**src/sv/sao_div.sv**
```systemverilog
// Pipelined restoring divider, one quotient bit per register stage, LANES numerators
// sharing one divisor, with a sideband word carried in step. No dependencies.
module sao_div #(
    parameter int DW    = 32,
    parameter int QW    = 16,
    parameter int LANES = 1,
    parameter int SW    = 1
) (
    input  logic                             clk,
    input  logic                             rst_n,
    input  logic                             in_valid,
    input  logic [LANES-1:0][DW+QW-1:0]      in_num,
    input  logic [DW-1:0]                    in_den,
    input  logic [SW-1:0]                    in_side,
    output logic                             out_valid,
    output logic [LANES-1:0][QW-1:0]         out_quot,
    output logic [SW-1:0]                    out_side
);

    logic                       vld  [QW+1];
    logic [LANES-1:0][DW-1:0]   rem  [QW+1];
    logic [LANES-1:0][QW-1:0]   low  [QW+1];
    logic [LANES-1:0][QW-1:0]   quo  [QW+1];
    logic [DW-1:0]              den  [QW+1];
    logic [SW-1:0]              side [QW+1];

    // numerator must satisfy num < den * 2^QW so the upper part starts below den
    always_comb
    begin
        for (int l = 0; l < LANES; l++)
        begin
            rem[0][l] = in_num[l][DW+QW-1:QW];
            low[0][l] = in_num[l][QW-1:0];
            quo[0][l] = '0;
        end
    end
    assign vld[0]  = in_valid;
    assign den[0]  = in_den;
    assign side[0] = in_side;

    for (genvar k = 0; k < QW; k++)
    begin : g_stage
        logic [LANES-1:0][DW-1:0] rem_next, rem_reg;
        logic [LANES-1:0][QW-1:0] low_next, low_reg;
        logic [LANES-1:0][QW-1:0] quo_next, quo_reg;
        logic                     vld_reg;
        logic [DW-1:0]            den_reg;
        logic [SW-1:0]            side_reg;

        always_comb
        begin
            logic [DW:0] trial;
            logic        ge;
            for (int l = 0; l < LANES; l++)
            begin
                trial = {rem[k][l], low[k][l][QW-1]};
                ge    = (trial >= {1'b0, den[k]});
                if (ge)
                begin
                    trial = trial - {1'b0, den[k]};
                end
                rem_next[l] = trial[DW-1:0];
                low_next[l] = {low[k][l][QW-2:0], 1'b0};
                quo_next[l] = {quo[k][l][QW-2:0], ge};
            end
        end

        always_ff @(posedge clk or negedge rst_n)
        begin
            if (!rst_n)
            begin
                vld_reg <= 1'b0;
            end
            else
            begin
                vld_reg <= vld[k];
            end
        end

        always_ff @(posedge clk)
        begin
            rem_reg  <= rem_next;
            low_reg  <= low_next;
            quo_reg  <= quo_next;
            den_reg  <= den[k];
            side_reg <= side[k];
        end

        assign vld[k+1]  = vld_reg;
        assign rem[k+1]  = rem_reg;
        assign low[k+1]  = low_reg;
        assign quo[k+1]  = quo_reg;
        assign den[k+1]  = den_reg;
        assign side[k+1] = side_reg;
    end

    assign out_valid = vld[QW];
    assign out_quot  = quo[QW];
    assign out_side  = side[QW];

endmodule

```
**config.mk**
```make
export PLATFORM = sky130hd
export DESIGN_NAME = sao_div
export DESIGN_NICKNAME = d
export VERILOG_FILES = /design/src/sv/sao_div.sv
export SDC_FILE = /design/constraint.sdc
export NUM_CORES = 2
export LEC_CHECK = 0
export BUFFER_PORTS_ARGS = -buffer_cell sky130_fd_sc_hd__buf_2
export CAP_MARGIN = 15
export CORE_ASPECT_RATIO = 1.75
export CORE_UTILIZATION = 49
export CTS_CLUSTER_SIZE = 10
export DETAILED_ROUTE_END_ITERATION = 6
export PLACE_DENSITY = 0.64
export SYNTH_ARGS = -nofsm -noshare
export SYNTH_HDL_FRONTEND = slang
export SYNTH_SLANG_ARGS = --single-unit
```
**constraint.sdc**
```tcl
create_clock -name clk -period 6.4 [get_ports clk]
set_clock_uncertainty 0.2 [all_clocks]
set_input_delay 0.32 -clock clk [delete_from_list [all_inputs] [get_ports clk]]
set_output_delay 0.32 -clock clk [all_outputs]
set_load 0.05 [all_outputs]
```
# Yosys cells after proc, flatten, opt, wreduce, memory -nomap -nowiden
# Index checks and enable logic that the tools add are counted.
# classes
n_mux,15
addsub,15
magnitude_cmp,16
# ops
cell,count
$ge 33x32->1,16
$mux 32,15
$sub 32x32->32,15
# word_totals
regBits,1248
output_inout_bits,18
inputBits,84

# Longest topological paths before layout
# depth
depth_word,2
depth_mapped,15
depth_no_buf,13

# Worst setup path before layout
# No wires, ideal clock.
# synth_path
kind,register to register
startpoint,register g_stage[11].den_reg[1]
endpoint,register g_stage[12].rem_reg[29] (netlist bit)
stages_incl_launch_ff,13
t_required_ps,6079
period_less_slack_ps,3453
setup_ps,121
path_buffers,1
t_arrival_ps,3133
slack_ps,2947
path_cell_list,dfxtp_1 -> inv_1 -> ha_1 -> nor2b_1 -> o31a_1 -> o41ai_1 -> o21ai_0 -> a21oi_1 -> o311ai_1 -> a221o_1 -> a41oi_2 -> buf_2 -> mux2_2
# synth_between
elab_chain_len,2
elab_cells_between_ends,3
classes_between,add/sub (1); order compare (1); mux (1)
# synth_rtl
element,line,source
"start, declared",47,logic [DW-1:0] den_reg;
"start signal, assigned",85,den_reg <= den[k];
$sub 32x32->32 / $ge 33x32->1 (equally long branches),"60, 57",
$mux 32 (*),58,if (ge)
"end signal, assigned",82,rem_reg <= rem_next;
"end, declared",43,"logic [LANES-1:0][DW-1:0] rem_next, rem_reg;"
# Mark *: on every way between the ends. The rest lies on a longest branch, timed or not.

# Final worst setup path
# layout_path
startpoint,register g_stage[5].den_reg[1]
endpoint,register g_stage[6].rem_reg[9] (netlist bit)
# layout_between
elab_chain_len,2
elab_cells_between_ends,3
classes_between,add/sub (1); order compare (1); mux (1)
# layout_rtl
element,line
"start, declared",47
"start signal, assigned",85
$sub 32x32->32 / $ge 33x32->1 (equally long branches),"60, 57"
$mux 32 (*),58
"end signal, assigned",82
"end, declared",43
# Marks and branches as above.

==> run summary <==
Cell Area, Placed: 59300 um^2
CTS Buf Count: 143
Worst r2r src: g_stage[5].den_reg[1]
Post-synth EDFFs: 0
Aggregate routed wire length: 147 mm
Clk pwr share: 0.195
Fmax: 0.207 GHz
Arrival time worst endpoint: 5.24 ns
Async SR Flop Fraction: 0.0128
Max Cap Viol: 0
1st-pass router iterations: 5
Row count: 165
CORE AREA: 116000 um^2
Port bufs: 101
Largest net degree at the start of global routing: 63
Vias: 43.3k
Reg2reg end: g_stage[6].rem_reg[9]
DR vias/cell: 5.44
Final min period: 4.83 ns
CTS tree: built
Worst-margin pin slew: 1.32 ns
Root Driver: clkbuf_16
Register Area: 25100 um^2
RSZ-0062 raised after global routing: no
Clk pin slew, worst setup/hold paths: 0.05 ns
Number of fill cells: 10.3k
Avg Cell Area, Syn: 9.28 um^2
Post-DR wirelength/cell: 18.5 um
Critical path launch point: g_stage[5].den_reg[1]
Global-route wire length before repair: 227 mm
Gate Count Post-Synth: 6156
R2R setup slack: 1.57 ns
Setup crit end: g_stage[6].rem_reg[9]
# hold bufs at CTS: 136
Vias in the first global route: 45.7k
Post-DP HPWL: 118 mm
Hold Vio Cnt, Final: 0
Ratio of cells with drive above 1 in the final layout: 0.0794
Post-CTS Setup Inserts: 0
Slew Viols, Final: 0
CP Launch Type: register
Register bit total from synthesis: 1248
Post-Syn Area: 57100 um^2
Crit Path Class: register to register
NetSw: 14600 uW
H-tree depth: 4
Req. time, crit path: 6.81 ns
Clk_lat worst skew: 0.76 ns
# DRC: 0
Layout Nets: 7021
P&R area growth vs syn: 13.2%
Synth Flop Type: dfxtp_1
VDD IR-drop max: 245 uV
Share of the synthesized area in the top cell type: 0.432
Commonest cells after routing, fill and taps aside: dfxtp_1 (1232), inv_1 (621), a21oi_1 (522)
Internal power: 22000 uW
Post-Route Setup TNS: 0 ns
Synthesized net count: 6767
Max clock buf depth: 3
Chip width: 260 um
Setup Viol. Count Final: 0
Total GRT Usage: 0.249
Slew headroom: 0.117
Most common cell after layout, fill and taps aside: dfxtp_1
Comb pwr share: 0.499
# IOs: 102
Worst hold path class: input port to register
Tcrit/Tclk final: 0.754
RePlAce Congestion: 0.968
Worst-path maximum fanout: 58
Sequential fraction of the synthesis area: 0.439
Cell Pwr Density: 567 nW/um^2
Switching share of total power: 0.399
Count of different cell masters after synthesis: 84
Antenna Nets Post-Route: 0
Overflow after GRT: 0
Die area: 118000 um^2
Status: complete, no violations
Multi-input logic area: 29200 um^2
Starting Density: 0.494
Design area: 64600 um^2
Clock sinks: 1248
Synth top area cells: dfxtp_1 (43%), ha_1 (11%), a21oi_1 (4.6%)
Yosys warns: 0
Share of power burned in registers: 0.307
Top cell type by total area after synthesis: dfxtp_1
Initial antenna violation count: 5
Post-CTS resize count: 0
Die Y: 454 um
Worst r2r path cells: 12
Leakage: 0.0300 uW
Starting DRT DRC Count: 1692
Crit end category: register
[worst min-delay path by stage]
stage / endpoint / cells past startpoint / startpoint
6_report: g_stage[0].den_reg[1] / 2 / in_den[1]
5_1_grt: g_stage[0].den_reg[1] / 2 / in_den[1]
4_1_cts: g_stage[0].den_reg[1] / 2 / in_den[1]
3_5_place_dp: g_stage[0].vld_reg / 1 / rst_n
3_3_place_gp: g_stage[0].vld_reg / 1 / rst_n
2_1_floorplan: g_stage[0].vld_reg / 0 / rst_n
[layout make-up]
class / count / area share
multi-input combinational: 4120 / 0.451
sequential: 1248 / 0.388
clock buffer: 157 / 0.0570
inverter: 622 / 0.0361
timing repair buffer: 275 / 0.0337
tap: 1503 / 0.0291
clock inverter: 14 / 0.00397
antenna: 25 / 0.000968
[metrics by stage]
step	hold slack, ns	std cells	total power (uW)	util	setup slack [ns]
floorplan	-0.176	6156	24800	-	2.95
global placement	0.0299	7630	29200	0.512	1.68
detailed placement	0.0619	7630	29500	0.513	1.70
CTS	0.00544	7937	36800	0.558	1.66
global route	0.0398	7964	39300	0.559	1.42
finish	0.0843	7964	36600	0.559	1.57
[synthesized netlist by cell type (48+ instances only)]
| cell | count |
|---|---|
| a21o_1 | 245 |
| a21oi_1 | 526 |
| a31oi_1 | 54 |
| clkbuf_1 | 138 |
| dfxtp_1 | 1232 |
| ha_1 | 512 |
| inv_1 | 621 |
| mux2_2 | 136 |
| nand2_1 | 461 |
| nand2b_1 | 76 |
| nand3_1 | 115 |
| nand4_1 | 81 |
| nor2_1 | 307 |
| nor2b_1 | 75 |
| nor3_1 | 48 |
| o21a_1 | 57 |
| o21ai_0 | 438 |
| o21bai_1 | 73 |
| xnor2_1 | 232 |
| xor2_1 | 181 |
[cells by family (layout without fill, tap and decap cells)]
logic type	count (synthesis)	in the layout	synth area share
adders and majority gates	527	527	0.117
AOI/OAI and AO/OA	1683	1683	0.183
DFF	1248	1248	0.439
muxes	177	177	0.0364
other	0	25	0
buffers and inverters	788	1068	0.0526
xor gates and xnor gates	413	413	0.0633
and+or+nand+nor	1320	1320	0.109
[power by group through the flow]
stage	registers (uW)	logic, uW	clock network (uW)
6_report	11200	18300	7130
3_5_place_dp	11400	18100	0
2_1_floorplan	11100	13700	0
4_1_cts	11200	18200	7350
3_3_place_gp	11400	17800	0
5_1_grt	11500	20200	7650
[critical path: stages, from the launching register on]
cell and delay (ns):
dfxtp_1 0.36, inv_1 0.06, ha_1 0.27, nor2b_1 0.14
o31a_1 0.28, o31ai_1 0.69, a211oi_1 0.25, or3_1 0.53
a41oi_1 0.56, o21ai_1 0.24, a21oi_4 0.18, buf_4 0.47
mux2_2 0.40
[per-layer routing]
| metal | vias up | GRT usage | wire, um |
|---|---|---|---|
| met4 | 0 | 0.224 | 14700 |
| met5 | - | 0 | 0 |
| met2 | 842 | 0.548 | 88100 |
| met1 | 20200 | 0.164 | 40900 |
| li1 | 21800 | - | - |
| met3 | 526 | 0.0320 | 3380 |
(Power assumes the default switching activity.)
