===== src/sv/sao_pkg.sv =====
// Shared constants and transaction payload types for the straight-alpha over blend unit.
// No dependencies.
package sao_pkg;

    localparam int CW = 16;
    localparam int DW = 32;
    localparam int QW = 16;
    localparam int NW = DW + QW;
    localparam int IW = 2;

    localparam logic [CW-1:0] UNIT_ONE  = 16'hFFFF;
    localparam logic [CW-1:0] HALF_UNIT = 16'h7FFF;
    localparam logic [NW-1:0] HALF_SQ   = 48'd2147418112;

    localparam logic [IW-1:0] REG_OPACITY = 2'd0;
    localparam logic [IW-1:0] REG_MASK_EN = 2'd1;

    localparam logic [CW-1:0] OPACITY_RESET = 16'hFFFF;

    // pixel data carried alongside the source alpha stages
    typedef struct packed {
        logic [CW-1:0] br;
        logic [CW-1:0] bg;
        logic [CW-1:0] bb;
        logic [CW-1:0] ba;
        logic [CW-1:0] lr;
        logic [CW-1:0] lg;
        logic [CW-1:0] lb;
        logic          last;
    } pix_t;

    // data carried alongside the color divider
    typedef struct packed {
        logic [CW-1:0] br;
        logic [CW-1:0] bg;
        logic [CW-1:0] bb;
        logic [CW-1:0] ba;
        logic          zero;
        logic [DW-1:0] d;
        logic          last;
    } mix_t;

endpackage


===== src/sv/sao_front.sv =====
// Source alpha stages: layer alpha times mask (1.0 if disabled) times opacity, rounded and divided by S*S.
// Depends on sao_pkg.
module sao_front (
    input  logic                  clk,
    input  logic                  rst_n,
    input  logic                  in_valid,
    input  sao_pkg::pix_t         in_pix,
    input  logic [15:0]           layer_alpha,
    input  logic [15:0]           mask_value,
    input  logic [15:0]           opacity,
    input  logic                  mask_enable,
    output logic                  out_valid,
    output logic [15:0]           out_alpha,
    output sao_pkg::pix_t         out_pix
);
    import sao_pkg::*;

    logic          vld1_reg, vld2_reg, vld3_reg, vld4_reg, vld5_reg;
    logic [DW-1:0] p1_next, p1_reg;
    logic [NW-1:0] p2_next, p2_reg;
    logic [DW-1:0] hi_next, hi_reg, y_next, y_reg;
    logic [DW-1:0] q1_next, q1_reg;
    logic [CW-1:0] alpha_next, alpha_reg;
    pix_t          pix1_reg, pix2_reg, pix3_reg, pix4_reg, pix5_reg;

    // divide by S twice: x = hi*S + (hi + lo) since 2^16 = S + 1
    always_comb
    begin
        logic [CW-1:0] m;
        logic [CW:0]   r1;
        logic [CW:0]   r2;
        logic [CW:0]   q;
        logic [DW-1:0] c;
        m       = mask_enable ? mask_value : UNIT_ONE;
        p1_next = DW'(layer_alpha) * DW'(m);
        p2_next = NW'(p1_reg) * NW'(opacity) + HALF_SQ;

        // the rounded product stays small enough that hi + lo fits 32 bits
        hi_next = p2_reg[NW-1:CW];
        y_next  = p2_reg[NW-1:CW] + DW'(p2_reg[CW-1:0]);

        r1      = {1'b0, y_reg[DW-1:CW]} + {1'b0, y_reg[CW-1:0]};
        c       = DW'(r1 >= {1'b0, UNIT_ONE}) + DW'(r1 >= {UNIT_ONE, 1'b0});
        q1_next = hi_reg + DW'(y_reg[DW-1:CW]) + c;

        r2         = {1'b0, q1_reg[DW-1:CW]} + {1'b0, q1_reg[CW-1:0]};
        q          = {1'b0, q1_reg[DW-1:CW]}
                   + {{CW{1'b0}}, (r2 >= {1'b0, UNIT_ONE})}
                   + {{CW{1'b0}}, (r2 >= {UNIT_ONE, 1'b0})};
        alpha_next = q[CW] ? UNIT_ONE : q[CW-1:0];
    end

    always_ff @(posedge clk or negedge rst_n)
    begin
        if (!rst_n)
        begin
            vld1_reg <= 1'b0;
            vld2_reg <= 1'b0;
            vld3_reg <= 1'b0;
            vld4_reg <= 1'b0;
            vld5_reg <= 1'b0;
        end
        else
        begin
            vld1_reg <= in_valid;
            vld2_reg <= vld1_reg;
            vld3_reg <= vld2_reg;
            vld4_reg <= vld3_reg;
            vld5_reg <= vld4_reg;
        end
    end

    always_ff @(posedge clk)
    begin
        p1_reg    <= p1_next;
        p2_reg    <= p2_next;
        hi_reg    <= hi_next;
        y_reg     <= y_next;
        q1_reg    <= q1_next;
        alpha_reg <= alpha_next;
        pix1_reg  <= in_pix;
        pix2_reg  <= pix1_reg;
        pix3_reg  <= pix2_reg;
        pix4_reg  <= pix3_reg;
        pix5_reg  <= pix4_reg;
    end

    assign out_valid = vld5_reg;
    assign out_alpha = alpha_reg;
    assign out_pix   = pix5_reg;

endmodule


===== config.mk =====
export PLATFORM = sky130hd
export DESIGN_NAME = sao_front
export DESIGN_NICKNAME = d
export VERILOG_FILES = /design/src/sv/sao_pkg.sv /design/src/sv/sao_front.sv
export SDC_FILE = /design/constraint.sdc
export NUM_CORES = 2
export LEC_CHECK = 0
export BUFFER_PORTS_ARGS = -buffer_cell sky130_fd_sc_hd__clkbuf_2
export CAP_MARGIN = 15
export CORE_ASPECT_RATIO = 1.1
export CORE_MARGIN = 2
export CORE_UTILIZATION = 45
export CTS_CLUSTER_SIZE = 8
export DETAILED_ROUTE_END_ITERATION = 16
export HOLD_SLACK_MARGIN = 0.12
export SYNTH_ARGS = -nofsm -noshare
export SYNTH_HDL_FRONTEND = slang
export SYNTH_SLANG_ARGS = --single-unit
export TNS_END_PERCENT = 20

===== constraint.sdc =====
create_clock -name clk -period 7.8 [get_ports clk]
set_clock_uncertainty 0.15 [all_clocks]
set_input_delay 0.39 -clock clk [delete_from_list [all_inputs] [get_ports clk]]
set_output_delay 0.39 -clock clk [all_outputs]
set_load 0.01 [all_outputs]

Word-level counts from Yosys, hierarchy flattened --
Index checks and enable logic that the tools add are counted.
Storage, ports and cells: output and inout bits 130, register bits 762, logic and storage cells 67, bits in writable memories 0, bits in latches 0, input bits 165, ROM bits 0, memories kept 0
Cells by class: $add $sub $neg 9, multiply operators 2, order comparisons 4, muxes and demuxes 1, reduce and logical (&&, ||, !) cells 0, shifts and indexed selects 0, eq/ne operators 0, div/mod/pow operators 0, bitwise operators 0
Operators by type and width (number):
- 32-bit by 16-bit adder with 32-bit output | 2
- 48-bit by 31-bit adder with 48-bit output (second input constant) | 1
- 32-bit by 16-bit multiplier with 48-bit output | 1
- 16-bit by 16-bit adder with 17-bit output | 2
- 17-bit by 16-bit >= comparator with 1-bit output (second input constant) | 2
- 17-bit >= comparator (second input constant) | 2
- 32-bit by 2-bit adder with 32-bit output | 1
- 16-bit by 16-bit multiplier with 32-bit output | 1
- 16-bit by 1-bit adder with 17-bit output | 1
- 17-bit by 1-bit adder with 17-bit output | 1
- 16-bit two-way mux | 1
- 1-bit by 1-bit adder with 2-bit output | 1

Depth between registers and ports, before layout --
depth after elaboration 4, mapped depth 24, gate-level depth less buffers 24

Worst setup path after synthesis --
No wires, ideal clock.
path kind register to register, from reg p1_reg[12], to reg p2_reg[41], clock period less this slack 6234 ps, required time 7533 ps, buffers on the path 2, arrival 5967 ps, stages on the path, launching flop included 21, setup time 117 ps, slack 1566 ps, path through dfxtp_1 > clkbuf_1 > nand2_1 > fa_1 > inv_1 > fa_1 > fa_1 > fa_1 > fa_1 > inv_1 > fa_1 > inv_1 > ha_1 > buf_2 > and3_4 > a311o_1 > a2111oi_2 > or2_4 > o31ai_4 > a2111oi_2 > and4b_1
Between the ends: cells in the longest elaborated chain, start to end 2
RTL lines:
- start: declaration | line sao_front.sv:19 | logic [DW-1:0] p1_next, p1_reg;
- start signal: assignment | line sao_front.sv:75 | p1_reg <= p1_next;
- 32-bit by 16-bit multiplier with 48-bit output | line sao_front.sv:36 | p2_next = NW'(p1_reg) * NW'(opacity) + HALF_SQ;
- 48-bit by 31-bit adder with 48-bit output | line sao_front.sv:36
- via p2_next[41] | line sao_front.sv:20 | logic [NW-1:0] p2_next, p2_reg;
- end signal: assignment | line sao_front.sv:76 | p2_reg <= p2_next;
- end: declaration | line sao_front.sv:20
The timed path passes the listed nets, and every way through them passes these cells. A chain may end at the register's enable or synchronous reset.

Worst setup path after layout --
from reg p1_reg[5], to reg p2_reg[41]
Same word-level chain as after synthesis.

==> summary.md <==
| Metric | Value |
|---|---|
| Outcome | `complete, no violations` |
| Worst Path Arrival | `7.22 ns` |
| Async SR Flop Fraction | `0.656%` |
| Inst Count DP | `5846` |
| Final WL | `99500 um` |
| Final number of setup-violating endpoints | `0` |
| Actual slew at the worst max-slew pin | `0.897 ns` |
| Tot GR Track Use | `19.9%` |
| Synthesized Nets | `5503` |
| Slowest CP cell | `dfxtp_1` |
| Critical Path Most Common Cell | `fa_1` |
| FF+latch count, synth | `762` |
| Area Growth Syn to Fin | `14.9%` |
| Avg WL per Cell | `16.4 um` |
| Crit path max-delay family | `adder cells` |
| Area share of the largest cell type after synthesis | `33.6%` |
| Drc violations | `0` |
| Largest net degree at the start of global routing | `33` |
| GRT overflow | `0` |
| Max-Cap Viols | `0` |
| CTS root buffer | `clkbuf_16` |
| FF-to-FF setup slack | `0.96 ns` |
| Reg2reg start | `p1_reg[5]` |
| Post-synthesis cell area | `45100 sq um` |
| Starting Density | `45.5%` |
| Ports | `295` |
| Ys flop type | `dfxtp_1` |
| Slew margin rel. | `40.2%` |
| Antenna Nets Post-Route | `0` |
| Via density | `4.88` |
| Fin. max-slew vios | `0` |
| EDFF count, synth | `0` |
| Worst R2R End | `p2_reg[41]` |
| Most frequent cells after synthesis | `inv_1 (824), dfxtp_1 (757), fa_1 (618), nand2_1 (554), ha_1 (333)` |
| Core area | `99200 sq um` |
| Synth warn | `0` |
| 1st-pass router iterations | `7` |
| Max Fclk | `146 MHz` |
| Hold Crit Class | `reg2reg` |
| CP Capture Type | `register` |
| TritonCTS clock tree | `done` |
| Final RePlAce weighted congestion | `0.861` |
| DR iter-0 viols | `1206` |
| Number of antenna violations at the first check in global routing | `2` |
| Cts bufs inserted | `106` |
| First-pass GRT wire length | `163000 um` |
| Critical Path End | `p2_reg[41]` |
| Worst EP required | `8.18 ns` |
| Die width | `306 um` |
| Unrepaired setup endpoints after global routing | `no` |
| Share of cells above drive strength 1 | `9.60%` |
| # diodes | `0` |
| Setup TNS | `0 ns` |
| Post-CTS sizing | `0` |
| Clk Latency, worst-skew pair | `0.66 ns` |
| Post-route clock period utilization | `87.7%` |
| Final #Nets | `5896` |
| Worst Setup Path Type | `reg2reg` |
| Worst path cell trace | `nand2_1 > fa_1 > inv_1 > fa_1 > fa_1 > fa_1 > fa_1 > inv_1 > fa_1 > inv_1 > ha_1 > a21oi_1 > o21ai_0 > a311o_1 > a2111oi_2 > or2_4 > o31ai_4 > a2111oi_2 > and4b_1` |
| Worst-path clk slew | `0.05 ns` |
| Worst-path fanout max | `16` |
| Die area | `103000 sq um` |
| Seq/Total Area, Yosys | `33.9%` |
| Synthesized area per cell | `10.3 sq um` |
| CP peak stage delay | `0.86 ns` |
| Chip height | `336 um` |
| Synth Instances | `4387` |
| Tmin final | `6.84 ns` |
| Netlist cell types | `83` |
| Most common cell in the netlist | `inv_1` |
| CP startpoint kind | `register` |
| Row count | `121` |
| Clock Path Buffers | `3` |
| CTS Sinks | `762` |
| Dpl hpwl | `77400 um` |
| H-tree levels | `3` |
| Cell type with the largest total area after synthesis | `dfxtp_1` |
| Vias post-DR | `29668` |
| CP bufs+invs | `3` |
| Largest cells by area after synthesis | `dfxtp_1 (34%), fa_1 (27%), ha_1 (9.2%)` |
| Final hold vios | `0` |
| Launch point of the critical path | `p1_reg[5]` |
| R2R depth | `19` |
| Via count of the first global-routing pass | `31945` |
| I/O Buffers | `294` |
| WP depth | `19` |
| Finished Layout Cells | `6085` |
-- per-layer routing --
layer / routed length, um / GRT usage (%) / part of all wire (%) / up-vias
met5: 30 / 0 / 0.030 / -
met4: 2840 / 6.84 / 2.8 / 4
met1: 41300 / 24.1 / 41 / 14518
met2: 50600 / 35.8 / 51 / 745
li1: - / - / - / 14193
met3: 4770 / 3.04 / 4.8 / 208
-- logic make-up after synthesis --
group,count (synthesis),share of synthesized area [%]
simple gates,1169,12.7
compound gates,399,5.97
xor+xnor,139,2.70
flops,762,33.9
buf+inv,964,8.05
mux,3,0.0693
fa+ha+maj,951,36.7
-- worst min-delay path by stage --
stage / cells past startpoint / to / startpoint
global placement: 1 / out_valid / rst_n
detailed placement: 1 / out_valid / rst_n
finish: 0 / pix4_reg[26] / pix3_reg[26]
floorplan: 0 / out_valid / rst_n
global route: 0 / pix4_reg[26] / pix3_reg[26]
CTS: 0 / pix4_reg[26] / pix3_reg[26]
-- worst reg2reg max path, stage by stage, from the launching register on --
cell and delay (ns):
dfxtp_1 0.86, nand2_1 0.19, fa_1 0.59, inv_1 0.05, fa_1 0.46, fa_1 0.53
fa_1 0.53, fa_1 0.55, inv_1 0.06, fa_1 0.53, inv_1 0.04, ha_1 0.38
a21oi_1 0.21, o21ai_0 0.12, a311o_1 0.36, a2111oi_2 0.24, or2_4 0.22, o31ai_4 0.10
a2111oi_2 0.35, and4b_1 0.22
-- layout by cell type, fill, tap and decap left out, types with 7 or more instances in the layout --
cell           instances
or3_1                  8
nand2b_1              30
buf_4                 14
xor2_1                41
o2111ai_1              8
o211ai_1               8
o21bai_1              14
o21a_1                19
nand4_1               20
inv_1                824
a21o_1                60
nand3_1               62
fa_1                 618
a41oi_1                8
clkbuf_2             294
and2_1               305
and3_1                23
nand2_1              554
dlygate4sd3_1        117
a211oi_1              15
nor3_1                36
xnor2_1               98
nor2_1                70
ha_1                 333
o31ai_1                7
nor2b_1               15
a21oi_1              130
clkbuf_16            106
o21ai_1               18
nor3b_1                8
dfxtp_1              757
a31oi_1               11
o21ai_0               44
-- repair_timing --
| action | 4_1_cts | 5_1_grt |
|---|---|---|
| buffers inserted | 0 | 0 |
| hold buffers | 117 | 0 |
| endpoints found under the hold margin | 120 | 0 |
-- area by class of cell --
type | count | area [sq um]
clock buffers | 113 | 2690
clock inverters | 9 | 213
fillers | 8878 | 47300
inverters | 824 | 3090
multi-input cells | 2661 | 26200
flip-flops and latches | 762 | 15300
well taps | 1291 | 1620
repair buffers | 425 | 2750
-- metrics by stage --
step           hold slack [ns]  worst slack, ns  area, sq um  util [%]
2_1_floorplan          -0.0556             1.57        45100         -
3_3_place_gp            0.0586            0.780        47800      48.2
3_5_place_dp            0.0591            0.725        47800      48.2
4_1_cts                  0.144            0.920        51800      52.3
5_1_grt                  0.135            0.623        51800      52.3
6_report                 0.140            0.959        51800      52.3
Power is not shown: default switching activity piles up to over one toggle a cycle in this logic, so the estimate is an artifact.
